File: config.mk
export PLATFORM = sky130hd
export DESIGN_NAME = ooq_datapath
export DESIGN_NICKNAME = d
export VERILOG_FILES = /design/src/hw/rtl/ordered_or_fifo_queue_core_assert.svh /design/src/hw/rtl/ooq_pkg.sv /design/src/hw/rtl/ooq_datapath.sv
export SDC_FILE = /design/constraint.sdc
export NUM_CORES = 2
export LEC_CHECK = 0
export BUFFER_PORTS_ARGS = -buffer_cell sky130_fd_sc_hd__buf_2
export CORE_MARGIN = 2
export CORE_UTILIZATION = 35
export CTS_CLUSTER_DIAMETER = 50
export DETAILED_ROUTE_END_ITERATION = 10
export PLACE_DENSITY = 0.59
export SYNTH_ARGS = -nofsm -noshare
export SYNTH_HDL_FRONTEND = slang
export SYNTH_SLANG_ARGS = --single-unit
File: constraint.sdc
create_clock -name clk -period 7.75 [get_ports clk]
set_clock_uncertainty 0.1 [all_clocks]
set_input_delay 1.9375 -clock clk [delete_from_list [all_inputs] [get_ports clk]]
set_output_delay 1.9375 -clock clk [all_outputs]
set_load 0.005 [all_outputs]
File: src/hw/rtl/ordered_or_fifo_queue_core_assert.svh
// ----------------------------------------------------------------------------
// ordered_or_fifo_queue_core_assert.svh
// Assertion macros shared by the queue core.
// ----------------------------------------------------------------------------
`ifndef ORDERED_OR_FIFO_QUEUE_CORE_ASSERT_SVH
`define ORDERED_OR_FIFO_QUEUE_CORE_ASSERT_SVH

// Same-cycle implication, disabled while reset is high.
`define OOQ_ASSERT_NOW(label, clk, rst, ante, cons, msg) \
  label: assert property (@(posedge clk) disable iff (rst) (ante) |-> (cons)) \
    else $error(msg);

// Next-cycle implication, disabled while reset is high.
`define OOQ_ASSERT_NXT(label, clk, rst, ante, cons, msg) \
  label: assert property (@(posedge clk) disable iff (rst) (ante) |=> (cons)) \
    else $error(msg);

`endif

File: src/hw/rtl/ooq_pkg.sv
// ----------------------------------------------------------------------------
// ooq_pkg
// Shared types and codes of the ordered or FIFO queue core.
// ----------------------------------------------------------------------------
package ooq_pkg;

  localparam int OP_W     = 2;
  localparam int STATUS_W = 2;
  localparam int VALUE_W  = 32;
  localparam int COUNT_W  = 5;

  typedef enum logic [OP_W-1:0] {
    OP_INSERT = 2'd0,
    OP_PEEK   = 2'd1,
    OP_POP    = 2'd2,
    OP_DROP   = 2'd3
  } op_t;

  typedef enum logic [STATUS_W-1:0] {
    ST_OK       = 2'd0,
    ST_EMPTY    = 2'd1,
    ST_NOTFOUND = 2'd2,
    ST_FULL     = 2'd3
  } rsp_code_t;

  // Commands from the controller to the datapath.
  typedef struct packed {
    logic capture;  // latch the request and compare it against every cell
    logic update;   // apply the operation and load the result register
  } ooq_cmd_t;

endpackage

File: src/hw/rtl/ooq_datapath.sv
// ----------------------------------------------------------------------------
// ooq_datapath
// Row of compare-and-shift cells holding the queue, plus the result register.
// ----------------------------------------------------------------------------
module ooq_datapath
  import ooq_pkg::*;
#(
  parameter int CAPACITY    = 16,
  parameter int VALUE_WIDTH = 32
) (
  input  logic                 clk,
  input  logic                 rst,
  input  ooq_cmd_t             cmd,
  input  logic                 cfg_we,
  input  logic                 cfg_wdata,
  input  logic [OP_W-1:0]      req_op,
  input  logic [VALUE_W-1:0]   req_value,
  output logic [STATUS_W-1:0]  rsp_status,
  output logic [VALUE_W-1:0]   rsp_head_value,
  output logic [COUNT_W-1:0]   rsp_count
);

  localparam int OCC_W = $clog2(CAPACITY + 1);
  localparam int LVLS  = $clog2(CAPACITY);

  logic [VALUE_WIDTH-1:0] entry      [CAPACITY];
  logic [VALUE_WIDTH-1:0] entry_next [CAPACITY];
  logic [OCC_W-1:0]       occ;
  logic                   mode;

  logic [OP_W-1:0]        op_q;
  logic [VALUE_WIDTH-1:0] val_q;
  logic [CAPACITY-1:0]    keep_q;   // cell stays in place on insert
  logic [CAPACITY-1:0]    rm_q;     // cell matches the removal; the lowest match goes
  logic [CAPACITY-1:0]    rm_pre;   // cell at or after the removed one

  logic [VALUE_WIDTH-1:0] val_in;
  logic [CAPACITY-1:0]    keep_in;
  logic [CAPACITY-1:0]    rm_in;

  logic                   is_empty;
  logic                   is_full;
  logic                   do_ins;
  logic                   do_rm;
  rsp_code_t              status_next;
  logic [VALUE_WIDTH-1:0] head_next;
  logic [OCC_W-1:0]       occ_next;

  assign val_in = VALUE_WIDTH'(req_value);

  // Per-cell compare against the incoming value.
  for (genvar i = 0; i < CAPACITY; i++) begin : g_cmp
    logic valid;
    assign valid      = OCC_W'(i) < occ;
    assign keep_in[i] = valid && (!mode || (entry[i] <= val_in));
    if (i == 0) begin : g_head
      assign rm_in[i] = (req_op == OP_POP) ? valid : (valid && (entry[i] == val_in));
    end else begin : g_body
      assign rm_in[i] = (req_op == OP_POP) ? 1'b0 : (valid && (entry[i] == val_in));
    end
  end

  always_ff @(posedge clk) begin
    if (cmd.capture) begin
      op_q   <= req_op;
      val_q  <= val_in;
      keep_q <= keep_in;
      rm_q   <= rm_in;
    end
  end

  // Log-depth prefix OR marks every cell from the removed one onward.
  always_comb begin
    rm_pre = rm_q;
    for (int l = 0; l < LVLS; l++) begin
      rm_pre = rm_pre | (rm_pre << (1 << l));
    end
  end

  // Next value of each cell for insert and for removal.
  for (genvar i = 0; i < CAPACITY; i++) begin : g_cell
    logic [VALUE_WIDTH-1:0] ins_val;
    logic [VALUE_WIDTH-1:0] rm_val;
    if (i == 0) begin : g_first
      assign ins_val = keep_q[i] ? entry[i] : val_q;
    end else begin : g_rest
      assign ins_val = keep_q[i] ? entry[i] : (keep_q[i-1] ? val_q : entry[i-1]);
    end
    if (i == CAPACITY - 1) begin : g_last
      assign rm_val = entry[i];
    end else begin : g_inner
      assign rm_val = rm_pre[i] ? entry[i+1] : entry[i];
    end
    assign entry_next[i] = do_ins ? ins_val : rm_val;
  end

  assign is_empty = (occ == '0);
  assign is_full  = (occ == OCC_W'(CAPACITY));

  always_comb begin
    status_next = ST_OK;
    head_next   = '0;
    do_ins      = 1'b0;
    do_rm       = 1'b0;
    occ_next    = occ;
    case (op_t'(op_q))
      OP_INSERT: begin
        if (is_full) begin
          status_next = ST_FULL;
        end else begin
          do_ins   = 1'b1;
          occ_next = occ + OCC_W'(1);
        end
      end
      OP_PEEK: begin
        if (is_empty) begin
          status_next = ST_EMPTY;
        end else begin
          head_next = entry[0];
        end
      end
      OP_POP: begin
        if (is_empty) begin
          status_next = ST_EMPTY;
        end else begin
          head_next = entry[0];
          do_rm     = 1'b1;
          occ_next  = occ - OCC_W'(1);
        end
      end
      OP_DROP: begin
        if (is_empty) begin
          status_next = ST_EMPTY;
        end else if (!(|rm_q)) begin
          status_next = ST_NOTFOUND;
        end else begin
          do_rm    = 1'b1;
          occ_next = occ - OCC_W'(1);
        end
      end
      default: begin
        status_next = ST_OK;
      end
    endcase
  end

  always_ff @(posedge clk) begin
    if (cmd.update && (do_ins || do_rm)) begin
      for (int i = 0; i < CAPACITY; i++) begin
        entry[i] <= entry_next[i];
      end
    end
  end

  always_ff @(posedge clk) begin
    if (rst) begin
      occ  <= '0;
      mode <= 1'b0;
    end else if (cfg_we) begin
      occ  <= '0;
      mode <= cfg_wdata;
    end else if (cmd.update) begin
      occ <= occ_next;
    end
  end

  always_ff @(posedge clk) begin
    if (cmd.update) begin
      rsp_status     <= status_next;
      rsp_head_value <= VALUE_W'(head_next);
      rsp_count      <= COUNT_W'(occ_next);
    end
  end

endmodule

==> results.toml <==
[critical_path]
reg2reg_setup_slack_ns = 3.28
cpMaxStageDelayCell = "nor4_1"
worstSetupPathType = "input port to register"
r2r.worst_path.cells = 10
crit_path_max_incr_delay_ns = 0.93
critPathRequiredTime_ns = 8.17
cp-end-kind = "register"
path_cells = "buf_2 > inv_1 > ha_1 > nand4_1 > nor4_1 > nand2_1 > nor4_1 > a21oi_1 > o31ai_1"
timing.critical_path.max_delay_family = "simple AND/OR/NAND/NOR gates"
worstReg2RegStart = "occ[0]"
worst-path-buf-inv = 2
data_arrival_time_at_the_worst_slack_endpoint_ns = 5.10
worst_r2r_endpoint = "entry[2][16]"
path_max_fanout = 16
cp_common_cell = "nor4_1"
critPathLaunchType = "input port"

[synth]
yosysWarnings = 0
library_cell_with_the_highest_instance_count_after_synthesis = "nand2_1"
syn_area_mm2 = 0.0412
yosys_register_bits = 623
postSynth.asyncResetShare_pct = 0
synthesis.instances = 3883
synth.cells.most_frequent = "nand2_1, edfxtp_1, ha_1"
synth_enable_flop_cells = 617
synth.avg_cell_area_um2 = 10.6
synthDominantAreaCellType = "edfxtp_1"
post_synth_num_cell_types = 67
synth_nets = 4443
seq_area_frac_synth_pct = 45.3
synth_top_cells_by_area = "edfxtp_1, ha_1, mux2i_1, nand2_1, o21ai_0"
dominantRegCellSynth = "edfxtp_1"
post-synth-top-area-fraction_pct = 45.0

[floorplanning]
chipHeight_um = 347
die-width_um = 347
core_area_mm2 = 0.116
die_area_mm2 = 0.120
top_level_ports = 79
core.rowCount = 125
starting_utilization_of_the_core_area_pct = 35.4

[drt]
drt_first_pass_iters = 6
via_per_inst = 5.47
drt-total-wl_um = 119000
wire_per_inst_um = 21.5
drt.antenna.violating_nets = 0
drt_iter0_drc = 2692
drc = 0
dr_total_vias = 30100

[clocking]
post_cts_resize_count = 0
postCtsSetupBuffers = 0
cts.htree.levels = 3
clk_root_buffer_cell = "clkbuf_16"
clkSinkCount = 623
cts_buffers = 95
cts_tree = "built"
cts.hold.buffers_added = 0
clk_transition_reported_paths_ns = 0.05
clk_latency_ns = 0.71
clock_path_buffers = 3

[power]
power_per_cell_area_mw_per_mm2 = 216
vdd_ir_drop_max_mv = 0.173
static-leakage-power_nw = 18.5

[grt]
maximum_number_of_pins_on_one_net_before_global_route_repair = 255
number_of_antenna_violations_at_the_first_check_in_global_routing = 1
global_route.overflow_total = 0
grt.total_usage_pct = 19.3
via_count_of_the_first_global_routing_pass = 29400
grt_first_pass_wirelength_um = 180000

[cells_and_area]
final_cell_area_excluding_filler_cells_mm2 = 0.0464
final_net_count = 4462
syn_to_final_growth_pct = 12.8
drive_above_1_share_pct = 9.24

[sta]
setup_repair_after_global_routing_missed_its_margin = "no"
final_min_period_over_clock_period_pct = 60.5
achievable-frequency_mhz = 213
tightestPinTransition_ns = 1.14
hold_viol = 0
slew_viol_final = 0
final-setup-viol-count = 0
timing.final.crit_period_ns = 4.68
worst_slew_margin_rel_pct = 23.8
setup_total_negative_slack_ns = 0

[run_status]
status = "finished, final reports clean"

[min_path]
cells_on_worst_hold_path = 2
holdCritStartpoint = "mode"
worstHoldPathType = "register to register"
holdPathEnd = "mode"

[placement]
port-buffer-count = 78
gp_congestion = 0.891
dpl-instance-area_mm2 = 0.0432
dp_hpwl_um = 88800

[job]
max_cap_violations = 0
flip-flops by register name, summed over array words and instances, names as in the netlist:
register and flops:
entry 512, keep_q 16, mode 1, occ 5, op_q 2, rm_q 16, rsp_count 5, rsp_head_value 32
rsp_status 2, val_q 32
metrics by stage:
stage          utilization [%]  setup WS, ns  cells  hold WS (ns)  power, mW
4_1_cts                   39.9          3.08   5507         0.422       10.1
5_1_grt                   39.9          3.00   5507         0.440       10.4
2_1_floorplan                -          2.52   3883         0.422       5.18
3_5_place_dp              37.1          2.37   5329         0.410       5.65
6_report                  39.9          3.07   5508         0.406       10.0
3_3_place_gp              37.1          2.39   5329         0.408       5.61
cell usage in the layout (no fill, tap or decap), drive strengths merged, types with 11 or more instances in the layout:
| master | instances |
|---|---|
| nand2 | 649 |
| edfxtp | 617 |
| ha | 520 |
| o21ai | 515 |
| mux2i | 449 |
| a21oi | 220 |
| buf | 140 |
| nand4 | 108 |
| clkbuf | 106 |
| nand3 | 73 |
| inv | 73 |
| nor2 | 70 |
| a211oi | 48 |
| clkinv | 38 |
| and2 | 37 |
| nor2b | 36 |
| nor3 | 35 |
| mux2 | 32 |
| a21o | 25 |
| nor4 | 20 |
| o211ai | 19 |
| a21boi | 15 |
| clkinvlp | 12 |
| bufinv | 11 |
cells by family (layout without fill, tap and decap cells):
family / count (synthesis) / in the layout / share of synthesized area, %
muxes: 481 / 481 / 11.8
adders and majority gates: 520 / 520 / 15.8
AOI/OAI and AO/OA: 915 / 915 / 12.4
xor gates and xnor gates: 2 / 2 / 0.0426
DFF: 623 / 623 / 45.3
buffers and inverters: 280 / 380 / 2.99
and+or+nand+nor: 1062 / 1062 / 11.6
other: 0 / 1 / 0
worst max path at each step:
stage	from	endpoint	slack, ns	cells after the start
floorplan	cmd[0]	entry[0][100]	2.52	3
global placement	req_value[31]	keep_q[7]	2.39	9
detailed placement	req_value[31]	keep_q[7]	2.37	9
CTS	req_value[31]	keep_q[7]	3.08	9
global route	req_value[31]	keep_q[7]	3.00	9
finish	req_value[31]	keep_q[7]	3.07	9
tightest hold or removal path: stages (launching register included):
cell,delay [ns]
dfxtp_1,0.33
mux2i_1,0.07
nor2_1,0.07
area by class of cell:
cell class                      instances  area, um2
Sequential cell                       623      18600
Clock buffer                          106       2430
Antenna cell                            1       2.50
Clock inverter                         72        831
Fill cell                           11300      69900
Timing Repair Buffer                  140        871
Tap cell                             1524       1910
Inverter                               62        233
Multi-Input combinational cell       2980      21500
where the power goes:
group	switching [mW]	leakage (nW)	total, mW	internal [mW]
Combinational	0.853	11.1	1.38	0.523
Clock	1.75	1.56	4.42	2.66
Sequential	0.242	5.83	4.22	3.98
metal layers:
metal / GRT usage, % / share of wire, %
met1: 25.3 / 44
met2: 32.2 / 47
met3: 2.75 / 4.8
met4: 7.36 / 3.8
met5: 0 / 0
Note: power is estimated with default switching activity, not from simulation.
