===== src/hw/rtl/ordered_or_fifo_queue_core_assert.svh =====
// ----------------------------------------------------------------------------
// ordered_or_fifo_queue_core_assert.svh
// Assertion macros shared by the queue core.
// ----------------------------------------------------------------------------
`ifndef ORDERED_OR_FIFO_QUEUE_CORE_ASSERT_SVH
`define ORDERED_OR_FIFO_QUEUE_CORE_ASSERT_SVH

// Same-cycle implication, disabled while reset is high.
`define OOQ_ASSERT_NOW(label, clk, rst, ante, cons, msg) \
  label: assert property (@(posedge clk) disable iff (rst) (ante) |-> (cons)) \
    else $error(msg);

// Next-cycle implication, disabled while reset is high.
`define OOQ_ASSERT_NXT(label, clk, rst, ante, cons, msg) \
  label: assert property (@(posedge clk) disable iff (rst) (ante) |=> (cons)) \
    else $error(msg);

`endif


===== src/hw/rtl/ooq_pkg.sv =====
// ----------------------------------------------------------------------------
// ooq_pkg
// Shared types and codes of the ordered or FIFO queue core.
// ----------------------------------------------------------------------------
package ooq_pkg;

  localparam int OP_W     = 2;
  localparam int STATUS_W = 2;
  localparam int VALUE_W  = 32;
  localparam int COUNT_W  = 5;

  typedef enum logic [OP_W-1:0] {
    OP_INSERT = 2'd0,
    OP_PEEK   = 2'd1,
    OP_POP    = 2'd2,
    OP_DROP   = 2'd3
  } op_t;

  typedef enum logic [STATUS_W-1:0] {
    ST_OK       = 2'd0,
    ST_EMPTY    = 2'd1,
    ST_NOTFOUND = 2'd2,
    ST_FULL     = 2'd3
  } rsp_code_t;

  // Commands from the controller to the datapath.
  typedef struct packed {
    logic capture;  // latch the request and compare it against every cell
    logic update;   // apply the operation and load the result register
  } ooq_cmd_t;

endpackage


===== src/hw/rtl/ooq_ctrl.sv =====
// ----------------------------------------------------------------------------
// ooq_ctrl
// Sequencer: accepts one request, then applies it once the result register
// is free.
// ----------------------------------------------------------------------------
module ooq_ctrl
  import ooq_pkg::*;
(
  input  logic     clk,
  input  logic     rst,
  input  logic     in_valid,
  output logic     in_ready,
  output logic     out_valid,
  input  logic     out_ready,
  output ooq_cmd_t cmd
);

  typedef enum logic [1:0] {
    S_IDLE   = 2'b01,
    S_UPDATE = 2'b10
  } state_t;

  state_t state;
  state_t state_next;
  logic   out_valid_next;

  always_comb begin
    state_next     = state;
    cmd            = '0;
    in_ready       = 1'b0;
    out_valid_next = out_valid && !out_ready;
    case (state)
      S_IDLE: begin
        in_ready = 1'b1;
        if (in_valid) begin
          cmd.capture = 1'b1;
          state_next  = S_UPDATE;
        end
      end
      S_UPDATE: begin
        // The result register must be empty or draining this cycle.
        if (!out_valid || out_ready) begin
          cmd.update     = 1'b1;
          out_valid_next = 1'b1;
          state_next     = S_IDLE;
        end
      end
      default: begin
        state_next = S_IDLE;
      end
    endcase
  end

  always_ff @(posedge clk) begin
    if (rst) begin
      state     <= S_IDLE;
      out_valid <= 1'b0;
    end else begin
      state     <= state_next;
      out_valid <= out_valid_next;
    end
  end

endmodule


===== config.mk =====
export PLATFORM = sky130hd
export DESIGN_NAME = ooq_ctrl
export DESIGN_NICKNAME = d
export VERILOG_FILES = /design/src/hw/rtl/ordered_or_fifo_queue_core_assert.svh /design/src/hw/rtl/ooq_pkg.sv /design/src/hw/rtl/ooq_ctrl.sv
export SDC_FILE = /design/constraint.sdc
export NUM_CORES = 1
export LEC_CHECK = 0
export BUFFER_PORTS_ARGS = -buffer_cell sky130_fd_sc_hd__buf_2
export CAP_MARGIN = 25
export CELL_PAD_IN_SITES_DETAIL_PLACEMENT = 0
export CELL_PAD_IN_SITES_GLOBAL_PLACEMENT = 2
export CORE_AREA = 2 2 39 41
export DETAILED_ROUTE_END_ITERATION = 8
export DIE_AREA = 0 0 41 43
export GPL_TIMING_DRIVEN = 0
export HOLD_SLACK_MARGIN = 0.02
export PLACE_DENSITY = 0.45
export SYNTH_ARGS = -nofsm -noshare
export SYNTH_HDL_FRONTEND = slang
export SYNTH_SLANG_ARGS = --single-unit

===== constraint.sdc =====
create_clock -name clk -period 1.15 [get_ports clk]
set_clock_uncertainty 0.1 [all_clocks]
set_input_delay 0.1725 -clock clk [delete_from_list [all_inputs] [get_ports clk]]
set_output_delay 0.1725 -clock clk [all_outputs]
set_load 0.005 [all_outputs]

==> metrics.txt, run 1 <==
# TYPE chip_impl_metric gauge
chip_impl_metric{name="via_count",unit=""} 134
chip_impl_info{name="holdCritStartpoint",value="rst"} 1
chip_impl_metric{name="maximum_cell_stage_delay_along_the_critical_path",unit="ns"} 0.35
chip_impl_info{name="setup.worst_path.start_class",value="flop"} 1
chip_impl_metric{name="clk_path_buf_depth",unit=""} 2
chip_impl_info{name="yosys.area.top_type",value="sky130_fd_sc_hd__dfxtp_1"} 1
chip_impl_metric{name="synth-compound-area-share",unit="%"} 17.5
chip_impl_metric{name="maximum_capacitance_violations",unit=""} 0
chip_impl_metric{name="share_of_synthesized_area_spent_on_multiplexers",unit="%"} 0
chip_impl_metric{name="yosys.cell_types.count",unit=""} 8
chip_impl_metric{name="rr_worst_depth",unit=""} 3
chip_impl_info{name="rsz0062_at_grt",value="yes"} 1
chip_impl_metric{name="finalPower",unit="mW"} 0.334
chip_impl_info{name="hold_path_end",value="out_valid"} 1
chip_impl_metric{name="worst_ep_required_time",unit="ns"} 0.88
chip_impl_metric{name="async_flop_share",unit="%"} 0
chip_impl_info{name="regToRegStartpoint",value="state[1]"} 1
chip_impl_metric{name="fin_nets",unit=""} 29
chip_impl_metric{name="ios",unit=""} 8
chip_impl_metric{name="die-area",unit="um2"} 1760
chip_impl_metric{name="drt_iter0_drc",unit=""} 0
chip_impl_metric{name="pin_count_of_the_biggest_net_entering_global_routing",unit=""} 5
chip_impl_metric{name="portBuffers",unit=""} 7
chip_impl_metric{name="gpl.final_weighted_congestion",unit=""} 0.575
chip_impl_metric{name="ir_drop",unit="uV"} 720
chip_impl_info{name="synthMostInstantiatedCell",value="sky130_fd_sc_hd__dfxtp_1"} 1
chip_impl_metric{name="synth.net_count",unit=""} 16
chip_impl_metric{name="setup_slack_after_layout",unit="ns"} -0.0345
chip_impl_info{name="postSynth.topFlopCell",value="sky130_fd_sc_hd__dfxtp_1"} 1
chip_impl_metric{name="critical_path.n_buffers_inverters",unit=""} 1
chip_impl_info{name="cp-end-kind",value="output port"} 1
chip_impl_metric{name="antenna-diode-count",unit=""} 0
chip_impl_metric{name="final-hold-violation-count",unit=""} 0
chip_impl_metric{name="synth-seq-area-share",unit="%"} 46.6
chip_impl_info{name="cp_slowest_cell",value="sky130_fd_sc_hd__dfxtp_4"} 1
chip_impl_metric{name="number_of_stages_on_the_worst_hold_path",unit=""} 2
chip_impl_metric{name="ys_seq_elements",unit=""} 3
chip_impl_metric{name="period_needed",unit="ns"} 1.18
chip_impl_metric{name="finalHoldWorstSlack",unit="ns"} 0.0334
chip_impl_metric{name="leakage",unit="nW"} 0.116
chip_impl_metric{name="yosys.area_share.adder",unit="%"} 0
chip_impl_metric{name="crit_arrival",unit="ns"} 0.91
chip_impl_info{name="timing.critical_path.cells",value="and3b_1, buf_2"} 1
chip_impl_metric{name="synthesis.area",unit="um2"} 129
chip_impl_metric{name="first_global_vias",unit=""} 158
chip_impl_info{name="critPathKind",value="flop to output port"} 1
chip_impl_info{name="regToRegEndpoint",value="state[1]"} 1
chip_impl_info{name="cts-root-buf",value="sky130_fd_sc_hd__clkbuf_4"} 1
chip_impl_metric{name="grt_first_pass_wirelength",unit="um"} 662
chip_impl_info{name="critical-path-top-delay-family",value="flip-flops"} 1
chip_impl_metric{name="num_rows",unit=""} 14
chip_impl_metric{name="portion_of_the_clock_cycle_consumed_by_the_worst_path_in_the_final_layout",unit="%"} 103
chip_impl_metric{name="detailedRoute.firstPassIterationCount",unit=""} 1
chip_impl_metric{name="synth-simple-area-share",unit="%"} 35.9
chip_impl_metric{name="post_drt_via_cell_ratio",unit=""} 3.35
chip_impl_metric{name="tightestPinTransition",unit="ns"} 0.117
chip_impl_metric{name="syn_area_per_cell",unit="um2"} 10.7
chip_impl_metric{name="place_ws",unit="ns"} 0.193
chip_impl_metric{name="synth-xor-area-share",unit="%"} 0
chip_impl_metric{name="cts.reportedPaths.clkPinSlew",unit="ns"} 0.04
chip_impl_metric{name="gr_overflow_total",unit=""} 0
chip_impl_metric{name="initial_utilization",unit="%"} 9.31
chip_impl_metric{name="setup_viol",unit=""} 2
chip_impl_metric{name="cts_inserted_buffers",unit=""} 3
chip_impl_metric{name="grt_antenna_before_repair",unit=""} 0
chip_impl_metric{name="netlist.area_leader.share",unit="%"} 46.6
chip_impl_metric{name="die-height",unit="um"} 43
chip_impl_metric{name="rrSetupSlack",unit="ns"} 0.10
chip_impl_metric{name="post_route_cells_drive_above_1_share",unit="%"} 62.5
chip_impl_info{name="clock_tree_from_tritoncts",value="yes"} 1
chip_impl_info{name="combinational_family_with_the_most_area_after_synthesis",value="simple AND/OR/NAND/NOR gates"} 1
chip_impl_metric{name="routed_wire_length_per_instance",unit="um"} 8.70
chip_impl_metric{name="syn_to_final_growth",unit="%"} 78.6
chip_impl_metric{name="synth_enable_flop_cells",unit=""} 0
chip_impl_metric{name="detail_route.drc_violations",unit=""} 0
chip_impl_metric{name="overall_track_demand_over_capacity_in_global_routing",unit="%"} 6.52
chip_impl_metric{name="powerDensity",unit="nW/um2"} 1450
chip_impl_info{name="synthTopCellsByCount",value="sky130_fd_sc_hd__dfxtp_1 (3), sky130_fd_sc_hd__nand2b_1 (2), sky130_fd_sc_hd__nor2b_1 (2)"} 1
chip_impl_metric{name="core_region_area",unit="um2"} 1380
chip_impl_metric{name="htreeDepth",unit=""} 1
chip_impl_metric{name="synthesis.yosys.warnings",unit=""} 0
chip_impl_info{name="hold_path_class",value="input pin to flop"} 1
chip_impl_metric{name="finalMaxSlewViolations",unit=""} 0
chip_impl_metric{name="die-width",unit="um"} 41
chip_impl_info{name="synth_area_leaders",value="sky130_fd_sc_hd__dfxtp_1 (47%), sky130_fd_sc_hd__and4bb_2 (9.7%), sky130_fd_sc_hd__nand2b_1 (9.7%)"} 1
chip_impl_metric{name="postSynthCellCount",unit=""} 12
chip_impl_metric{name="clkSinkCount",unit=""} 3
chip_impl_metric{name="source_to_sink_clock_delay_at_the_later_pin_of_the_worst_skew_pair",unit="ns"} 0.23
chip_impl_metric{name="total_wire_length_after_detailed_routing",unit="um"} 348
chip_impl_metric{name="relative_slew_slack",unit="%"} 92.2
chip_impl_info{name="failing_checks",value="setup timing"} 1
chip_impl_metric{name="fmax",unit="MHz"} 844
chip_impl_info{name="result_of_the_run",value="finished with violations"} 1
chip_impl_metric{name="final_antenna_net_count",unit=""} 0
chip_impl_metric{name="worstPathMaxFanout",unit=""} 4
[state kept, by name (all words and copies together), names as in the netlist]
name / flops
state: 2
out_valid: 1
[worst reg2reg max path, cell delays in order (launching register included)]
cell and delay [ns]:
sky130_fd_sc_hd__dfxtp_4 0.36, sky130_fd_sc_hd__and3b_1 0.18, sky130_fd_sc_hd__buf_4 0.13, sky130_fd_sc_hd__o21ba_1 0.16
[timing repair]
| action | 4_1_cts | 5_1_grt |
|---|---|---|
| gates resized for setup | 3 | 1 |
| hold buffers | 0 | 0 |
| setup buffers | 1 | 0 |
| setup endpoints to repair | 2 | 3 |
| pin swaps | 0 | 0 |
[report_power, final]
group / switching, mW / internal, mW
logic: 0.0123 / 0.0227
registers: 0.00538 / 0.110
clock network: 0.0539 / 0.130
[metal layers]
metal	part of all wire (%)	vias to the layer above	global-route usage (%)	routed length [um]
met2	30	10	6.56	103
met5	0	-	0	0
met1	55	54	7.37	192
met3	13	2	6.28	44
li1	-	68	-	-
met4	2.3	0	6.00	8
[kinds of logic (layout without fill, tap and decap cells)]
family / count (synthesis) / count (layout)
simple gates: 6 / 6
compound gates: 3 / 3
flops: 3 / 3
buf+inv: 0 / 12
[placed cells by master, fill, tap and decap left out, drive strengths merged]
cell type / instances
and3b: 1
o21ba: 1
dfxtp: 3
o21bai: 1
nand2b: 2
nor2b: 2
a21oi: 1
buf: 8
clkbuf: 4
and4bb: 1
[worst max path at each step]
stage               cells past startpoint       end     start  slack, ns
floorplan                               2  state[1]  state[1]       0.23
global placement                        2    cmd[1]  state[1]       0.20
detailed placement                      3    cmd[0]  state[0]       0.19
CTS                                     2    cmd[1]  state[1]      -0.04
global route                            3    cmd[0]  state[0]       -0.1
finish                                  2    cmd[1]  state[1]      -0.03
[stage by stage]
step | cells | instance area, um2 | TNS [ns] | utilization (%)
6_report | 40 | 230 | -0.0628 | 16.6
5_1_grt | 40 | 230 | -0.217 | 16.6
4_1_cts | 40 | 228 | -0.0762 | 16.5
3_5_place_dp | 35 | 184 | 0 | 13.3
3_3_place_gp | 35 | 184 | 0 | 13.3
2_1_floorplan | 12 | 129 | 0 | -
[cell type report]
cell class,instances,area [um2]
fill,153,1150
timing repair buffer,8,42.5
multi-input combinational,9,76.3
tap,16,20.0
clock buffer,4,26.3
sequential,3,65.1
No activity file was read; power rests on OpenSTA's default activity.
==> run 2, diff against run 1 <==
--- a/config.mk
+++ b/config.mk
@@ -10,6 +10,7 @@
 export CELL_PAD_IN_SITES_DETAIL_PLACEMENT = 0
 export CELL_PAD_IN_SITES_GLOBAL_PLACEMENT = 2
 export CORE_AREA = 2 2 39 41
+export CTS_BUF_LIST = sky130_fd_sc_hd__clkbuf_8
 export DETAILED_ROUTE_END_ITERATION = 8
 export DIE_AREA = 0 0 41 43
 export GPL_TIMING_DRIVEN = 0
==> metrics.txt, run 2 (synthesis results as in run 1) <==
# TYPE chip_impl_metric gauge
chip_impl_metric{name="detailedRoute.firstPassIterationCount",unit=""} 2
chip_impl_metric{name="fmax",unit="MHz"} 859
chip_impl_metric{name="die-height",unit="um"} 43
chip_impl_metric{name="drt_iter0_drc",unit=""} 1
chip_impl_info{name="critPathKind",value="flop to output port"} 1
chip_impl_metric{name="number_of_stages_on_the_worst_hold_path",unit=""} 2
chip_impl_info{name="setup.worst_path.start_class",value="flop"} 1
chip_impl_metric{name="post_route_cells_drive_above_1_share",unit="%"} 62.5
chip_impl_metric{name="gr_overflow_total",unit=""} 0
chip_impl_metric{name="leakage",unit="nW"} 0.128
chip_impl_metric{name="detail_route.drc_violations",unit=""} 0
chip_impl_info{name="regToRegEndpoint",value="state[1]"} 1
chip_impl_metric{name="clkSinkCount",unit=""} 3
chip_impl_metric{name="gpl.final_weighted_congestion",unit=""} 0.575
chip_impl_metric{name="worst_ep_required_time",unit="ns"} 0.88
chip_impl_metric{name="grt_antenna_before_repair",unit=""} 0
chip_impl_info{name="rsz0062_at_grt",value="yes"} 1
chip_impl_info{name="cp-end-kind",value="output port"} 1
chip_impl_metric{name="global_route.usage.met3",unit="%"} 6.28
chip_impl_metric{name="total_wire_length_after_detailed_routing",unit="um"} 353
chip_impl_metric{name="post_drt_via_cell_ratio",unit=""} 3.33
chip_impl_metric{name="cts.reportedPaths.clkPinSlew",unit="ns"} 0.03
chip_impl_info{name="regMostFlops",value="state"} 1
chip_impl_metric{name="setup_viol",unit=""} 2
chip_impl_metric{name="antenna-diode-count",unit=""} 0
chip_impl_metric{name="die-area",unit="um2"} 1760
chip_impl_metric{name="overall_track_demand_over_capacity_in_global_routing",unit="%"} 6.52
chip_impl_metric{name="syn_to_final_growth",unit="%"} 93.2
chip_impl_info{name="grt.busiest_layer",value="met1"} 1
chip_impl_metric{name="portBuffers",unit=""} 7
chip_impl_metric{name="layout_utilization",unit="%"} 18.0
chip_impl_metric{name="num_rows",unit=""} 14
chip_impl_metric{name="die-width",unit="um"} 41
chip_impl_info{name="holdCritStartpoint",value="rst"} 1
chip_impl_metric{name="cts_inserted_buffers",unit=""} 3
chip_impl_metric{name="tightestPinTransition",unit="ns"} 0.118
chip_impl_info{name="final_common_cell",value="sky130_fd_sc_hd__buf_2"} 1
chip_impl_metric{name="largest_register_ff_count",unit=""} 2
chip_impl_metric{name="period_needed",unit="ns"} 1.16
chip_impl_info{name="most-common-layout-cells",value="sky130_fd_sc_hd__buf_2 (7), sky130_fd_sc_hd__clkbuf_8 (3), sky130_fd_sc_hd__nor2b_1 (2)"} 1
chip_impl_metric{name="finalMaxSlewViolations",unit=""} 0
chip_impl_metric{name="finalHoldWorstSlack",unit="ns"} 0.0543
chip_impl_metric{name="global_routing_usage_on_met1",unit="%"} 7.37
chip_impl_metric{name="via_count",unit=""} 133
chip_impl_metric{name="rrSetupSlack",unit="ns"} 0.10
chip_impl_metric{name="setup_slack_after_layout",unit="ns"} -0.0140
chip_impl_metric{name="hold_fix_buffers_at_cts",unit=""} 0
chip_impl_info{name="clock_tree_from_tritoncts",value="yes"} 1
chip_impl_info{name="hold_path_end",value="out_valid"} 1
chip_impl_metric{name="maximum_capacitance_violations",unit=""} 0
chip_impl_info{name="largest_regs",value="state x2, out_valid x1"} 1
chip_impl_metric{name="crit_arrival",unit="ns"} 0.89
chip_impl_metric{name="powerDensity",unit="nW/um2"} 1770
chip_impl_metric{name="rr_worst_depth",unit=""} 3
chip_impl_metric{name="ir_drop",unit="uV"} 1020
chip_impl_info{name="failing_checks",value="setup timing"} 1
chip_impl_metric{name="first_global_vias",unit=""} 157
chip_impl_info{name="hold_path_class",value="input pin to flop"} 1
chip_impl_metric{name="core_region_area",unit="um2"} 1380
chip_impl_metric{name="final-hold-violation-count",unit=""} 0
chip_impl_metric{name="htreeDepth",unit=""} 1
chip_impl_metric{name="filler_cell_count",unit=""} 148
chip_impl_metric{name="portion_of_the_clock_cycle_consumed_by_the_worst_path_in_the_final_layout",unit="%"} 101
chip_impl_metric{name="clk_path_buf_depth",unit=""} 2
chip_impl_info{name="cts-root-buf",value="sky130_fd_sc_hd__clkbuf_8"} 1
chip_impl_metric{name="pin_count_of_the_biggest_net_entering_global_routing",unit=""} 5
chip_impl_metric{name="relative_slew_slack",unit="%"} 92.1
chip_impl_info{name="result_of_the_run",value="finished with violations"} 1
chip_impl_metric{name="final_antenna_net_count",unit=""} 0
chip_impl_metric{name="routed_wire_length_per_instance",unit="um"} 8.83
chip_impl_metric{name="grt_first_pass_wirelength",unit="um"} 662
chip_impl_metric{name="fin_nets",unit=""} 29
chip_impl_metric{name="worstPathMaxFanout",unit=""} 4
chip_impl_info{name="regToRegStartpoint",value="state[1]"} 1
chip_impl_metric{name="use_met2",unit="%"} 6.56
chip_impl_metric{name="source_to_sink_clock_delay_at_the_later_pin_of_the_worst_skew_pair",unit="ns"} 0.21
chip_impl_metric{name="ios",unit=""} 8
chip_impl_metric{name="initial_utilization",unit="%"} 9.31
## run 2: cell types whose count changed in the layout (fill, tap and decap cells not counted), sizes merged
cell    previous run  this run
inv                0         1
clkbuf             4         3
## run 2: repair_timing
item | 4_1_cts | 5_1_grt
setup endpoints to repair | 2 | 3
resized for setup | 3 | 1
buffers inserted | 1 | 0
## run 2: layout make-up
class                   instances  area, um2  share of cell area, %
repair buffers                  8       42.5                   17.1
clock buffers                   3       41.3                   16.6
flip-flops and latches          3       65.1                   26.1
clock inverters                 1       3.75                   1.51
multi-input cells               9       76.3                   30.7
well taps                      16       20.0                   8.04
## run 2: how the worst max path moves through the flow
stage,start,endpoint,slack [ns]
floorplan,state[1],state[1],0.23
global placement,state[1],cmd[1],0.20
detailed placement,state[0],cmd[0],0.19
CTS,state[1],cmd[1],-0.02
global route,state[0],cmd[0],-0.07
finish,state[1],cmd[1],-0.01
## run 2: per-stage QoR
step                area [um2]  setup WS, ns  std cells  TNS [ns]  total power [mW]
floorplan                  129         0.228         12         0             0.128
global placement           184         0.203         35         0             0.143
detailed placement         184         0.193         35         0             0.144
CTS                        246       -0.0168         40   -0.0264             0.455
global route               249       -0.0669         40    -0.131             0.478
finish                     249       -0.0140         40   -0.0230             0.442
## run 2: layer usage
layer / up-vias / share of wire, %
li1: 68 / -
met1: 55 / 53
met2: 10 / 32
met3: 0 / 15
met4: 0 / 0
met5: - / 0
## run 2: report_power, final
group	switching (mW)	total (mW)	internal, mW
clock	0.0647	0.291	0.227
combinational	0.0123	0.0350	0.0227
sequential	0.00547	0.115	0.110
## run 2: critical path, cell delays in order, from the launching register on
cell	delay, ns
sky130_fd_sc_hd__dfxtp_4	0.35
sky130_fd_sc_hd__and3b_1	0.22
sky130_fd_sc_hd__buf_2	0.11
